[config.mk]
export PLATFORM = sky130hd
export DESIGN_NAME = byte_counter_rate_meter_top
export DESIGN_NICKNAME = d
export VERILOG_FILES = /design/src/hdl/brm_pkg.sv /design/src/hdl/brm_div.sv /design/src/hdl/brm_ema.sv /design/src/hdl/byte_counter_rate_meter_top.sv
export SDC_FILE = /design/constraint.sdc
export NUM_CORES = 1
export LEC_CHECK = 0
export BUFFER_PORTS_ARGS = -buffer_cell sky130_fd_sc_hd__buf_2
export CAP_MARGIN = 0
export CORE_MARGIN = 4
export CORE_UTILIZATION = 25
export DETAILED_ROUTE_END_ITERATION = 7
export SYNTH_ARGS = -nofsm -noshare
export SYNTH_HDL_FRONTEND = slang
export SYNTH_SLANG_ARGS = --single-unit
export TNS_END_PERCENT = 1
[constraint.sdc]
create_clock -name clock -period 6.9 [get_ports clock]
set_input_delay 0.69 -clock clock [delete_from_list [all_inputs] [get_ports clock]]
set_output_delay 0.69 -clock clock [all_outputs]
set_load 0.01 [all_outputs]
[src/hdl/brm_pkg.sv]
package brm_pkg;

   localparam int BytesWidth  = 64;
   localparam int TimeWidth   = 32;
   localparam int RateWidth   = 32;
   localparam int SmoothWidth = 40;
   localparam int FracWidth   = 8;
   localparam int WeightWidth = 9;
   localparam int CsrWidth    = 16;
   localparam int AccWidth    = SmoothWidth + WeightWidth;

   localparam logic [CsrWidth-1:0]    MIN_INTERVAL_RESET = 16'd250;
   localparam logic [CsrWidth-1:0]    HOLD_RESET         = 16'd3000;
   localparam logic [WeightWidth-1:0] WEIGHT_RESET       = 9'd102;
   localparam logic [WeightWidth-1:0] WEIGHT_FULL        = 9'd256;
   localparam logic [RateWidth-1:0]   RATE_MAX           = 32'hFFFF_FFFF;

   typedef enum logic [1:0] {
      CSR_MIN_INTERVAL = 2'd0,
      CSR_HOLD         = 2'd1,
      CSR_EMA_WEIGHT   = 2'd2
   } csr_index_type;

   typedef struct packed {
      logic                  sample_valid;
      logic [BytesWidth-1:0] byte_count;
      logic [TimeWidth-1:0]  now_ms;
   } req_type;

   typedef struct packed {
      logic                 rate_valid;
      logic [RateWidth-1:0] rate_kbps;
   } rsp_type;

   typedef struct packed {
      logic                  start;
      logic [BytesWidth-1:0] dividend;
      logic [TimeWidth-1:0]  divisor;
   } div_req_type;

   typedef struct packed {
      logic                 done;
      logic [RateWidth-1:0] quotient;
   } div_rsp_type;

   typedef struct packed {
      logic                   start;
      logic [SmoothWidth-1:0] smoothed;
      logic [RateWidth-1:0]   inst;
      logic [WeightWidth-1:0] weight;
   } ema_req_type;

   typedef struct packed {
      logic                   done;
      logic [SmoothWidth-1:0] smoothed;
   } ema_rsp_type;

   typedef enum logic [4:0] {
      ST_IDLE = 5'b00001,
      ST_EVAL = 5'b00010,
      ST_DIV  = 5'b00100,
      ST_EMA  = 5'b01000,
      ST_SEND = 5'b10000
   } state_type;

endpackage

[src/hdl/brm_div.sv]
module brm_div (
   input  logic                 clock,
   input  logic                 reset,
   input  brm_pkg::div_req_type div_req,
   output brm_pkg::div_rsp_type div_rsp
);
   import brm_pkg::*;

   logic                  busy_ff, busy_in;
   logic                  done_ff, done_in;
   logic [5:0]            cnt_ff, cnt_in;
   logic [BytesWidth-1:0] dvd_ff, dvd_in;
   logic [TimeWidth-1:0]  dvs_ff, dvs_in;
   logic [TimeWidth-1:0]  rem_ff, rem_in;
   logic [RateWidth-1:0]  quo_ff, quo_in;
   logic                  ovf_ff, ovf_in;
   logic [TimeWidth:0]    trial;
   logic [TimeWidth:0]    diff;
   logic                  ge;

   always_comb begin
      trial   = {rem_ff, dvd_ff[BytesWidth-1]};
      diff    = trial - {1'b0, dvs_ff};
      ge      = trial >= {1'b0, dvs_ff};
      busy_in = busy_ff;
      done_in = 1'b0;
      cnt_in  = cnt_ff;
      dvd_in  = dvd_ff;
      dvs_in  = dvs_ff;
      rem_in  = rem_ff;
      quo_in  = quo_ff;
      ovf_in  = ovf_ff;
      if (div_req.start) begin
         busy_in = 1'b1;
         cnt_in  = '0;
         dvd_in  = div_req.dividend;
         dvs_in  = div_req.divisor;
         rem_in  = '0;
         quo_in  = '0;
         ovf_in  = 1'b0;
      end else if (busy_ff) begin
         rem_in = ge ? diff[TimeWidth-1:0] : trial[TimeWidth-1:0];
         quo_in = {quo_ff[RateWidth-2:0], ge};
         ovf_in = ovf_ff | (ge & ~cnt_ff[5]);
         dvd_in = {dvd_ff[BytesWidth-2:0], 1'b0};
         cnt_in = cnt_ff + 6'd1;
         if (cnt_ff == 6'd63) begin
            busy_in = 1'b0;
            done_in = 1'b1;
         end
      end
   end

   always_ff @(posedge clock) begin
      if (reset) begin
         busy_ff <= 1'b0;
         done_ff <= 1'b0;
         cnt_ff  <= '0;
      end else begin
         busy_ff <= busy_in;
         done_ff <= done_in;
         cnt_ff  <= cnt_in;
      end
      dvd_ff <= dvd_in;
      dvs_ff <= dvs_in;
      rem_ff <= rem_in;
      quo_ff <= quo_in;
      ovf_ff <= ovf_in;
   end

   assign div_rsp.done     = done_ff;
   assign div_rsp.quotient = ovf_ff ? RATE_MAX : quo_ff;

endmodule

[src/hdl/brm_ema.sv]
module brm_ema (
   input  logic                 clock,
   input  logic                 reset,
   input  brm_pkg::ema_req_type ema_req,
   output brm_pkg::ema_rsp_type ema_rsp
);
   import brm_pkg::*;

   logic                   busy_ff, busy_in;
   logic                   done_ff, done_in;
   logic [4:0]             cnt_ff, cnt_in;
   logic [AccWidth-1:0]    acc_ff, acc_in;
   logic [AccWidth-1:0]    mcand_ff, mcand_in;
   logic [WeightWidth-1:0] mplier_ff, mplier_in;
   logic [RateWidth-1:0]   inst_ff, inst_in;
   logic [WeightWidth-1:0] wgt_ff, wgt_in;

   always_comb begin
      busy_in   = busy_ff;
      done_in   = 1'b0;
      cnt_in    = cnt_ff;
      acc_in    = acc_ff;
      mcand_in  = mcand_ff;
      mplier_in = mplier_ff;
      inst_in   = inst_ff;
      wgt_in    = wgt_ff;
      if (ema_req.start) begin
         busy_in   = 1'b1;
         cnt_in    = '0;
         acc_in    = '0;
         mcand_in  = {{WeightWidth{1'b0}}, ema_req.smoothed};
         mplier_in = WEIGHT_FULL - ema_req.weight;
         inst_in   = ema_req.inst;
         wgt_in    = ema_req.weight;
      end else if (busy_ff) begin
         if (mplier_ff[0]) begin
            acc_in = acc_ff + mcand_ff;
         end
         cnt_in = cnt_ff + 5'd1;
         if (cnt_ff == 5'd8) begin
            mcand_in  = {{(AccWidth-RateWidth-FracWidth){1'b0}}, inst_ff, {FracWidth{1'b0}}};
            mplier_in = wgt_ff;
         end else begin
            mcand_in  = {mcand_ff[AccWidth-2:0], 1'b0};
            mplier_in = {1'b0, mplier_ff[WeightWidth-1:1]};
         end
         if (cnt_ff == 5'd17) begin
            busy_in = 1'b0;
            done_in = 1'b1;
         end
      end
   end

   always_ff @(posedge clock) begin
      if (reset) begin
         busy_ff <= 1'b0;
         done_ff <= 1'b0;
         cnt_ff  <= '0;
      end else begin
         busy_ff <= busy_in;
         done_ff <= done_in;
         cnt_ff  <= cnt_in;
      end
      acc_ff    <= acc_in;
      mcand_ff  <= mcand_in;
      mplier_ff <= mplier_in;
      inst_ff   <= inst_in;
      wgt_ff    <= wgt_in;
   end

   assign ema_rsp.done     = done_ff;
   assign ema_rsp.smoothed = acc_ff[SmoothWidth+FracWidth-1:FracWidth];

endmodule

[src/hdl/byte_counter_rate_meter_top.sv]
// Byte-counter rate meter: one result per sample, giving the smoothed receive
// rate in kbit/s and a flag that says whether it should be shown. A sample
// that does not move the baseline goes from the evaluation state straight to
// the send state, which registers the result; a sample that computes a new
// rate runs the bit-serial divider (delta*8/elapsed), then the shift-add
// smoothing multiplier, or only the divider if the average loads unsmoothed.
// One sample is worked on at a time; a new sample is taken while the previous
// result waits in the output register. Configuration writes take effect at
// once and belong between samples.
module byte_counter_rate_meter_top (
   input  logic             clock,
   input  logic             reset,
   input  logic             req_valid,
   output logic             req_ready,
   input  brm_pkg::req_type req_payload,
   output logic             rsp_valid,
   input  logic             rsp_ready,
   output brm_pkg::rsp_type rsp_payload,
   input  logic             csr_we,
   input  logic [1:0]       csr_index,
   input  logic [15:0]      csr_wdata
);
   import brm_pkg::*;

   state_type              state_ff, state_in;
   req_type                req_ff;
   rsp_type                rsp_ff, rsp_in;
   logic                   rsp_valid_ff, rsp_valid_in;

   logic [CsrWidth-1:0]    min_ff;
   logic [CsrWidth-1:0]    hold_ff;
   logic [WeightWidth-1:0] weight_ff;

   logic                   baseline_ff, baseline_in;
   logic [BytesWidth-1:0]  prev_bytes_ff, prev_bytes_in;
   logic [TimeWidth-1:0]   prev_time_ff, prev_time_in;
   logic [TimeWidth-1:0]   move_time_ff, move_time_in;
   logic [SmoothWidth-1:0] smoothed_ff, smoothed_in;
   logic                   smooth_valid_ff, smooth_valid_in;
   logic                   flow_ff, flow_in;
   logic                   sat_ff, sat_in;

   logic [TimeWidth-1:0]   elapsed;
   logic [CsrWidth-1:0]    least;
   logic [BytesWidth-1:0]  delta;
   logic [TimeWidth-1:0]   age;
   logic                   show;
   logic [RateWidth-1:0]   inst;
   logic [WeightWidth-1:0] weight_sat;

   div_req_type            div_req;
   div_rsp_type            div_rsp;
   ema_req_type            ema_req;
   ema_rsp_type            ema_rsp;

   brm_div u_div (
      .clock   (clock),
      .reset   (reset),
      .div_req (div_req),
      .div_rsp (div_rsp)
   );

   brm_ema u_ema (
      .clock   (clock),
      .reset   (reset),
      .ema_req (ema_req),
      .ema_rsp (ema_rsp)
   );

   assign req_ready   = (state_ff == ST_IDLE);
   assign rsp_valid   = rsp_valid_ff;
   assign rsp_payload = rsp_ff;

   always_comb begin
      elapsed    = req_ff.now_ms - prev_time_ff;
      least      = (min_ff == '0) ? 16'd1 : min_ff;
      delta      = (req_ff.byte_count >= prev_bytes_ff) ?
                   (req_ff.byte_count - prev_bytes_ff) : '0;
      age        = req_ff.now_ms - move_time_ff;
      show       = smooth_valid_ff & flow_ff & (age < {16'b0, hold_ff});
      inst       = sat_ff ? RATE_MAX : div_rsp.quotient;
      weight_sat = weight_ff[WeightWidth-1] ? WEIGHT_FULL : weight_ff;

      state_in        = state_ff;
      rsp_in          = rsp_ff;
      rsp_valid_in    = rsp_valid_ff & ~rsp_ready;
      baseline_in     = baseline_ff;
      prev_bytes_in   = prev_bytes_ff;
      prev_time_in    = prev_time_ff;
      move_time_in    = move_time_ff;
      smoothed_in     = smoothed_ff;
      smooth_valid_in = smooth_valid_ff;
      flow_in         = flow_ff;
      sat_in          = sat_ff;

      div_req.start    = 1'b0;
      div_req.dividend = {delta[BytesWidth-4:0], 3'b000};
      div_req.divisor  = elapsed;
      ema_req.start    = 1'b0;
      ema_req.smoothed = smoothed_ff;
      ema_req.inst     = inst;
      ema_req.weight   = weight_sat;

      unique case (state_ff)
         ST_IDLE: begin
            if (req_valid) begin
               state_in = ST_EVAL;
            end
         end
         ST_EVAL: begin
            if (!req_ff.sample_valid) begin
               baseline_in     = 1'b0;
               prev_bytes_in   = '0;
               prev_time_in    = '0;
               move_time_in    = '0;
               smoothed_in     = '0;
               smooth_valid_in = 1'b0;
               flow_in         = 1'b0;
               state_in        = ST_SEND;
            end else if (!baseline_ff) begin
               baseline_in   = 1'b1;
               prev_bytes_in = req_ff.byte_count;
               prev_time_in  = req_ff.now_ms;
               move_time_in  = req_ff.now_ms;
               state_in      = ST_SEND;
            end else if (elapsed >= {16'b0, least}) begin
               if (delta != '0) begin
                  move_time_in = req_ff.now_ms;
                  flow_in      = 1'b1;
               end
               sat_in        = |delta[BytesWidth-1:BytesWidth-3];
               div_req.start = 1'b1;
               prev_bytes_in = req_ff.byte_count;
               prev_time_in  = req_ff.now_ms;
               state_in      = ST_DIV;
            end else begin
               state_in = ST_SEND;
            end
         end
         ST_DIV: begin
            if (div_rsp.done) begin
               if (smooth_valid_ff) begin
                  ema_req.start = 1'b1;
                  state_in      = ST_EMA;
               end else begin
                  smoothed_in     = {inst, {FracWidth{1'b0}}};
                  smooth_valid_in = 1'b1;
                  state_in        = ST_SEND;
               end
            end
         end
         ST_EMA: begin
            if (ema_rsp.done) begin
               smoothed_in = ema_rsp.smoothed;
               state_in    = ST_SEND;
            end
         end
         ST_SEND: begin
            if (!rsp_valid_ff || rsp_ready) begin
               rsp_in.rate_valid = show;
               rsp_in.rate_kbps  = show ? smoothed_ff[SmoothWidth-1:FracWidth] : '0;
               rsp_valid_in      = 1'b1;
               state_in          = ST_IDLE;
            end
         end
         default: begin
            state_in = ST_IDLE;
         end
      endcase
   end

   always_ff @(posedge clock) begin
      if (reset) begin
         state_ff        <= ST_IDLE;
         rsp_valid_ff    <= 1'b0;
         min_ff          <= MIN_INTERVAL_RESET;
         hold_ff         <= HOLD_RESET;
         weight_ff       <= WEIGHT_RESET;
         baseline_ff     <= 1'b0;
         prev_bytes_ff   <= '0;
         prev_time_ff    <= '0;
         move_time_ff    <= '0;
         smoothed_ff     <= '0;
         smooth_valid_ff <= 1'b0;
         flow_ff         <= 1'b0;
         sat_ff          <= 1'b0;
      end else begin
         state_ff        <= state_in;
         rsp_valid_ff    <= rsp_valid_in;
         baseline_ff     <= baseline_in;
         prev_bytes_ff   <= prev_bytes_in;
         prev_time_ff    <= prev_time_in;
         move_time_ff    <= move_time_in;
         smoothed_ff     <= smoothed_in;
         smooth_valid_ff <= smooth_valid_in;
         flow_ff         <= flow_in;
         sat_ff          <= sat_in;
         if (csr_we) begin
            unique case (csr_index)
               CSR_MIN_INTERVAL: min_ff    <= csr_wdata;
               CSR_HOLD:         hold_ff   <= csr_wdata;
               CSR_EMA_WEIGHT:   weight_ff <= csr_wdata[WeightWidth-1:0];
               default:          ;
            endcase
         end
      end
      rsp_ff <= rsp_in;
      if (req_valid && req_ready) begin
         req_ff <= req_payload;
      end
   end

   a_zero_when_hidden: assert property (@(posedge clock) disable iff (reset)
      rsp_valid_ff && !rsp_ff.rate_valid |-> rsp_ff.rate_kbps == '0)
      else $error("rate shown while flagged invalid");

   a_one_at_a_time: assert property (@(posedge clock) disable iff (reset)
      req_valid && req_ready |=> !req_ready)
      else $error("second sample taken while one is in flight");

   a_div_done_in_div: assert property (@(posedge clock) disable iff (reset)
      div_rsp.done |-> state_ff == ST_DIV)
      else $error("divider finished outside its state");

   a_ema_done_in_ema: assert property (@(posedge clock) disable iff (reset)
      ema_rsp.done |-> state_ff == ST_EMA)
      else $error("smoothing finished outside its state");

   a_idle_average_clear: assert property (@(posedge clock) disable iff (reset)
      !smooth_valid_ff |-> smoothed_ff == '0)
      else $error("average holds a value while invalid");

endmodule
# Word level (Yosys, flattened, before mapping)
# Index checks and enable logic that the tools add are counted.
# W data, S select, Z words.
# op_classes
mux,63
n_reduce_logical,27
eq_ne,21
bitwise_logic,9
order_cmp,4
addsub,8
# ops
op,count
$mux W64,6
$mux W32,10
$mux W40,6
$pmux W40 S3,1
$sub A32 B32 Y32,3
$ge A64 B64 Y1,1
$reduce_bool A64 Y1,1
$sub A64 B64 Y64,1
$add A49 B49 Y49,1
$mux W49,1
$mux W5,8
$mux W9,4
$ge A33 B32 Y1,1
$ge A32 B16 Y1,1
$lt A32 B16 Y1,1
$pmux W5 S5,1
$mux W1,24
$logic_not A16 Y1,1
$mux W16,1
$reduce_and A2 Y1,6
$reduce_and A4 Y1,3
$eq A5 B4 Y1 const B,2
$eq A5 B5 Y1 const B,2
$ne A2 B1 Y1 const B,5
other kinds (25),41
# totals
output_inout_bits,35
regBits,670
in_bits,120

# Longest topological paths before layout
# Gate-level depths: netlist of the first run.
# logic_depth
depth_word,8
mapped_depth,32

# Hierarchy
# A second synthesis of the first run with hierarchy kept.
# unflattened
hier_cells,4490
area_unflattened_um2,40525.1
# modules_own_cells
mod,cells_each,area_per_inst_um2,seq_area_each_um2,instances
byte_counter_rate_meter_top,2695,22586.7,8287.9,1
brm_ema,979,9197.6,3963.8,1
brm_div,816,8740.9,4344.2,1

# Worst setup path before layout of the first run
# No wires, ideal clock.
# synth_path
kind,reg-to-reg
startpoint,register req_ff[0] (netlist bit)
endpoint,register u_div.dvd_ff[10] (enable)
path_stages_with_launch,30
setup_time_ns,0.676
arrival_time_ns,5.534
n_path_buf,1
setup_slack_ns,0.690
path_cell_list,edfxtp_1 inv_1 ha_1 inv_1 fa_1 a211oi_1 o21ai_0 nand2b_1 a21oi_1 nor2_1 nor2b_1 o21ai_0 nand2b_1 a21oi_1 nor2b_1 nor2_1 xnor2_1 ha_1 a21oi_1 o22ai_1 nor3_1 o221ai_1 nor2_1 o211ai_1 nor4b_1 nor4b_1 nand4b_1 nand3_1 clkbuf_1 nand2b_1
# synth_lines
item,line,rtl
start: declaration,byte_counter_rate_meter_top.sv:26,req_type req_ff;
start signal: assignment,byte_counter_rate_meter_top.sv:209,req_ff <= req_payload;
end signal: assignment,brm_div.sv:64,dvd_ff <= dvd_in;
end: declaration,brm_div.sv:12,"logic [BytesWidth-1:0] dvd_ff, dvd_in;"

==> out/qor.txt, run 1 <==
Multi-input gate area - 20800 um^2
run status - completed
fill count - 16626
Max-Cap Viols - 0
period utilization - 0.891
Core ar. - 156000 um^2
antenna-violating nets left - 0
share of cells above drive strength 1 - 0.0883
final WL - 112 mm
utilization after layout - 0.285
TNS Setup - 0 ps
grt ovf - 0
Cell variety after synth - 95
CP max FO - 23
Iter 0 DRT Violations - 2639
P_leak - 16.3 nW
Max rail drop VDD - 200 uV
Final #Nets - 4809
sequential cell area - 16500 um^2
ranking of synthesized cells by area - edfxtp_1 (24%), dfxtp_1 (18%), ha_1 (7.7%)
Avg Synthesized Cell Area - 8.86 um^2
Setup-failing EPs final - 0
total CTS buffers - 76
Syn. warnings - 0
Synth Flop Type - dfxtp_1
Die ar. - 163000 um^2
RSZ-0062 raised after global routing - no
Switch Pwr - 2.99 mW
All-Layer GR Usage - 0.132
most used cell, CP - a21oi_1
clk_skew - 33.8 ps
Post-synth EDFFs - 313
Worst-Skew Late Latency - 670 ps
Vias/cell - 4.98
detailed placement HPWL - 80.7 mm
DRC violations left - 0
Cells after Synth - 4424
TritonRoute pass-1 iters - 6
initial antenna violation count - 3
Clock Pin Slew Worst Setup and Hold Paths - 60 ps
CTS tree - built
fin. max-slew vios - 0
Die Wd - 404 um
slowest CP cell - edfxtp_1
f_max - 163 MHz
H-tree Lvls - 3
total I/O pin count - 155
Synthesized Nets - 4790
number of global-route vias before repair - 30924
Worst EP required - 7480 ps
Worst Tran Pin Value - 1220 ps
sequential area share after synthesis - 0.421
mapped cell area - 39200 um^2
IO Port Bufs - 154
global-route wire length before repair - 175 mm
Async S/R FF share, synth - 0
synthesis-stage register bit count - 668
Hold Vio Cnt, Final - 0
Logic pwr share - 0.180
post-route minimum period - 6150 ps
PwrDens - 232 nW/um^2
area share of the largest cell type after synthesis - 0.240
Clock Sink Count - 668
Final GP Congestion - 0.904
worst path cell trace - ha_1, nand4_1, inv_1, nand2_1, o21ai_0, a21oi_1, nor2b_1, nor2_1, o21bai_1, a21oi_1, xnor2_1, ha_1, nand3_1, or2_2, a211o_1, o22ai_1, nor4b_2, or4b_1, or4b_1, or3_4, nand2_4, buf_4, nand2_1, a21oi_1
Root Buffer - clkbuf_16
clock power share - 0.390
Synth top cells by count - nand2_1 (497), nor2_1 (400), a21oi_1 (360)
Die Ht - 404 um
Yosys top cell by area - edfxtp_1
type of origin of the critical path - register
CTS Buffer Depth - 3
max incr delay on CP - 570 ps
worst path arrival time - 6720 ps
Rel. slew slack - 0.184
Setup crit end kind - register
standard-cell rows - 145
Flop pwr share - 0.430
count leader, synth - nand2_1
post-DR wirelength/cell - 17.0 um
initial core utilization - 0.251
Area growth syn-to-layout - 13.4%
worst hold-check path type - in -> reg
Crit Path Category - reg -> reg
Switching Share - 0.290
largest net degree at the start of global routing - 118
Internal Pwr Total - 7.32 mW
Via Count - 32691
==> worst max-delay path: cells and delay by family (launching register included) <==
family	cells	cell delay [ps]
xor+xnor	1	250
simple gates	12	2870
flops	1	570
compound gates	7	1130
fa+ha+maj	2	770
buf+inv	2	420
==> sequential cells by signal, indices dropped and copies added, names as in the netlist, 32 cells and up <==
register and count:
u_div.quo_ff 32, u_div.dvd_ff 61, u_ema.inst_ff 32, prev_time_ff 32, u_ema.mcand_ff 48, smoothed_ff 40, rsp_payload 33, u_ema.acc_ff 48
u_div.dvs_ff 32, req_ff 97, move_time_ff 32, prev_bytes_ff 64, u_div.rem_ff 32
==> final timing paths <==
path | slack (ps) | endpoint | startpoint | depth (start not counted)
max | 750 | prev_time_ff[25] | req_ff[10] | 24
min | 190 | req_ff[54] | req_payload[54] | 1
max reg2reg | 750 | prev_time_ff[25] | req_ff[10] | 24
min reg2reg | 450 | prev_time_ff[11] | prev_time_ff[11] | 2
==> cells by family (layout without fill, tap and decap cells) <==
family | count (synthesis) | after routing | synth area share
fa+ha+maj | 246 | 246 | 0.0795
buf+inv | 520 | 601 | 0.0524
xor+xnor | 151 | 151 | 0.0337
flops | 668 | 668 | 0.421
simple gates | 1549 | 1549 | 0.188
other cells | 0 | 1 | 0
mux | 74 | 74 | 0.0191
compound gates | 1216 | 1216 | 0.206
==> per-layer routing <==
| metal | track usage | wire, um | vias up |
|---|---|---|---|
| met4 | 0.0388 | 3030 | 0 |
| met2 | 0.204 | 48500 | 981 |
| met5 | 0 | 0 | - |
| met3 | 0.0232 | 6740 | 159 |
| li1 | - | - | 16081 |
| met1 | 0.188 | 53300 | 15470 |
==> repair_timing <==
item / 4_1_cts / 5_1_grt
buffers inserted: 0 / 0
endpoints found under the setup margin: 0 / 33
hold buffers: 0 / 0
gates resized for setup: 0 / 4
==> layout make-up <==
type | count | area share
antenna | 1 | 0.0000563
clock buffer | 111 | 0.0488
clock inverter | 29 | 0.00648
inverter | 273 | 0.0231
multi-input combinational | 3236 | 0.467
sequential | 668 | 0.372
tap | 2058 | 0.0580
timing repair buffer | 188 | 0.0248
==> per-stage QoR <==
stage,instance area (um^2),power [mW],hold WS (ps),cells,setup WS (ps)
after CTS,44400,10.4,121,6563,254
final,44400,10.3,194,6564,752
after floorplan,39200,5.82,406,4424,690
after global placement,42000,6.32,436,6423,402
after global routing,44400,10.8,146,6564,93.2
after detailed placement,42000,6.34,446,6423,323
==> placed cells by master, fill, tap and decap left out, types with 13 or more instances in the layout <==
cell type	Yosys	final
mux2i_1	68	68
nand3_1	121	118
and3_1	33	33
clkbuf_16	0	80
nand4_1	94	94
or2_2	13	13
a22oi_1	71	71
a21o_1	106	106
edfxtp_1	313	313
o21bai_1	29	29
ha_1	241	241
o31ai_1	58	58
buf_4	0	28
xnor2_1	86	86
a22oi_2	30	30
nand3b_1	17	17
o21a_1	28	28
a31oi_1	58	58
nor2_1	400	398
inv_1	272	271
buf_2	17	153
a21oi_1	360	358
nand2b_1	41	39
o211ai_1	18	18
dfxtp_1	355	354
nor2b_1	46	45
or3_1	57	57
clkbuf_1	208	26
a211oi_1	99	99
nor4_1	19	18
a211o_1	15	15
and2_1	55	54
nand2_1	497	497
xor2_1	65	65
o21ai_0	195	194
nor3_1	90	90
==> power by group through the flow <==
stage	sequential (mW)	combinational [mW]	clock [mW]
after floorplan	4.46	1.37	0
after global placement	4.51	1.81	0
after detailed placement	4.51	1.83	0
after CTS	4.43	1.84	4.15
after global routing	4.44	2.06	4.30
final	4.43	1.86	4.02
(Power assumes the default switching activity.)
==> inputs of run 2 (changes only) <==
--- a/config.mk
+++ b/config.mk
@@ -10,6 +10,7 @@
 export CORE_MARGIN = 4
 export CORE_UTILIZATION = 25
 export DETAILED_ROUTE_END_ITERATION = 7
+export REMOVE_ABC_BUFFERS = 1
 export SYNTH_ARGS = -nofsm -noshare
 export SYNTH_HDL_FRONTEND = slang
 export SYNTH_SLANG_ARGS = --single-unit
==> out/qor.txt, run 2 (synthesis gave the netlist of run 1 again) <==
r2r worst-path depth - 28
Setup-failing EPs final - 0
Final #Nets - 4813
IO Port Bufs - 154
share of cells above drive strength 1 - 0.0917
Logic pwr share - 0.173
Die ar. - 163000 um^2
clk_skew - 33.4 ps
Max rail drop VDD - 168 uV
TritonRoute pass-1 iters - 6
Iter 0 DRT Violations - 2635
Rel. slew slack - 0.245
DRC violations left - 0
final WL - 111 mm
global-route wire length before repair - 174 mm
fin. max-slew vios - 0
total I/O pin count - 155
Vias/cell - 4.98
largest net degree at the start of global routing - 100
initial core utilization - 0.251
Core ar. - 156000 um^2
period utilization - 0.914
Crit Path Category - reg -> reg
Flop pwr share - 0.414
detailed placement HPWL - 80.1 mm
Clock Sink Count - 668
worst r2r src - req_ff[0]
CTS Buffer Depth - 3
type of origin of the critical path - register
PwrDens - 239 nW/um^2
total CTS buffers - 80
standard-cell rows - 145
commonest non-fill, non-tap cells in the layout - nand2_1 (497), nor2_1 (398), a21oi_1 (358)
slowest CP cell - inv_4
grt ovf - 0
Worst-Skew Late Latency - 680 ps
run status - completed
Internal Pwr Total - 7.62 mW
Die Wd - 404 um
Largest Register - req_ff
f_max - 159 MHz
initial antenna violation count - 13
max incr delay on CP - 740 ps
r2r endpoint - u_div.dvs_ff[1]
Worst Tran Pin Value - 1120 ps
max FFs per register - 97
post-route minimum period - 6310 ps
Via Count - 32756
Die Ht - 404 um
biggest regs - req_ff: 97 flops, prev_bytes_ff: 64 flops, u_div.dvd_ff: 61 flops
Root Buffer - clkbuf_16
Worst EP required - 7230 ps
CP endpoint - u_div.dvs_ff[1]
Hold Vio Cnt, Final - 0
final worst slack - 594 ps
crit path from - req_ff[0]
utilization after layout - 0.286
number of global-route vias before repair - 30904
reg2reg setup slack - 590 ps
CTS tree - built
P_leak - 16.5 nW
Final GP Congestion - 0.887
Placement Setup Slack - 323 ps
Switching Share - 0.287
CP max FO - 80
H-tree Lvls - 3
Setup crit end kind - register
TNS Setup - 0 ps
worst hold-check path type - in -> reg
antenna-violating nets left - 0
Clock Pin Slew Worst Setup and Hold Paths - 60 ps
Area growth syn-to-layout - 14.0%
Switch Pwr - 3.07 mW
Max-Cap Viols - 0
post-DR wirelength/cell - 16.9 um
All-Layer GR Usage - 0.131
clock power share - 0.413
commonest non-fill, non-tap cell in the layout - nand2_1
Hold Slack - 179 ps
RSZ-0062 raised after global routing - no
worst path arrival time - 6640 ps
run 2: layout make-up:
cell class | count | area [um^2]
inverters | 273 | 1030
clock buffers | 107 | 2290
well taps | 2058 | 2570
clock inverters | 41 | 458
diodes | 7 | 17.5
flip-flops and latches | 668 | 16500
fillers | 16545 | 111000
multi-input cells | 3236 | 20800
repair buffers | 188 | 1060
run 2: metal layers:
layer	track usage	up-vias	share of wire
met5	0	-	0.00061
met2	0.216	825	0.46
met3	0.0241	152	0.059
met4	0.0304	10	0.021
li1	-	16112	-
met1	0.178	15657	0.46
run 2: power groups by stage:
stage	Combinational (mW)	Sequential [mW]	Clock, mW
floorplan	1.33	4.47	0
detailed placement	1.83	4.51	0
global route	2.06	4.43	4.71
finish	1.85	4.42	4.41
global placement	1.81	4.50	0
CTS	1.84	4.42	4.55
run 2: worst min path at each step:
stage	from	to	slack, ps	cells past startpoint
floorplan	smoothed_ff[0]	smoothed_ff[0]	420	2
global route	req_payload[31]	req_ff[31]	130	1
global placement	smoothed_ff[2]	smoothed_ff[2]	440	2
finish	req_payload[61]	req_ff[61]	180	1
detailed placement	smoothed_ff[0]	smoothed_ff[0]	440	2
CTS	req_payload[61]	req_ff[61]	100	1
run 2: worst max-delay path: cells and delay by family, from the launching register on:
| family | cells | cell delay (ps) |
|---|---|---|
| compound gates | 7 | 1240 |
| xor+xnor | 1 | 100 |
| fa+ha+maj | 3 | 890 |
| buf+inv | 4 | 1330 |
| flops | 1 | 420 |
| simple gates | 13 | 1940 |
run 2: what timing repair did:
item | 4_1_cts | 5_1_grt
setup endpoints to repair | 0 | 33
hold buffers | 0 | 0
gates resized for setup | 0 | 4
buffers inserted | 0 | 0
run 2: metrics by stage:
step | instances | power [mW] | area (um^2)
detailed placement | 6423 | 6.34 | 41900
finish | 6578 | 10.7 | 44700
CTS | 6571 | 10.8 | 44700
floorplan | 4177 | 5.79 | 38200
global placement | 6423 | 6.32 | 41900
global route | 6572 | 11.2 | 44700
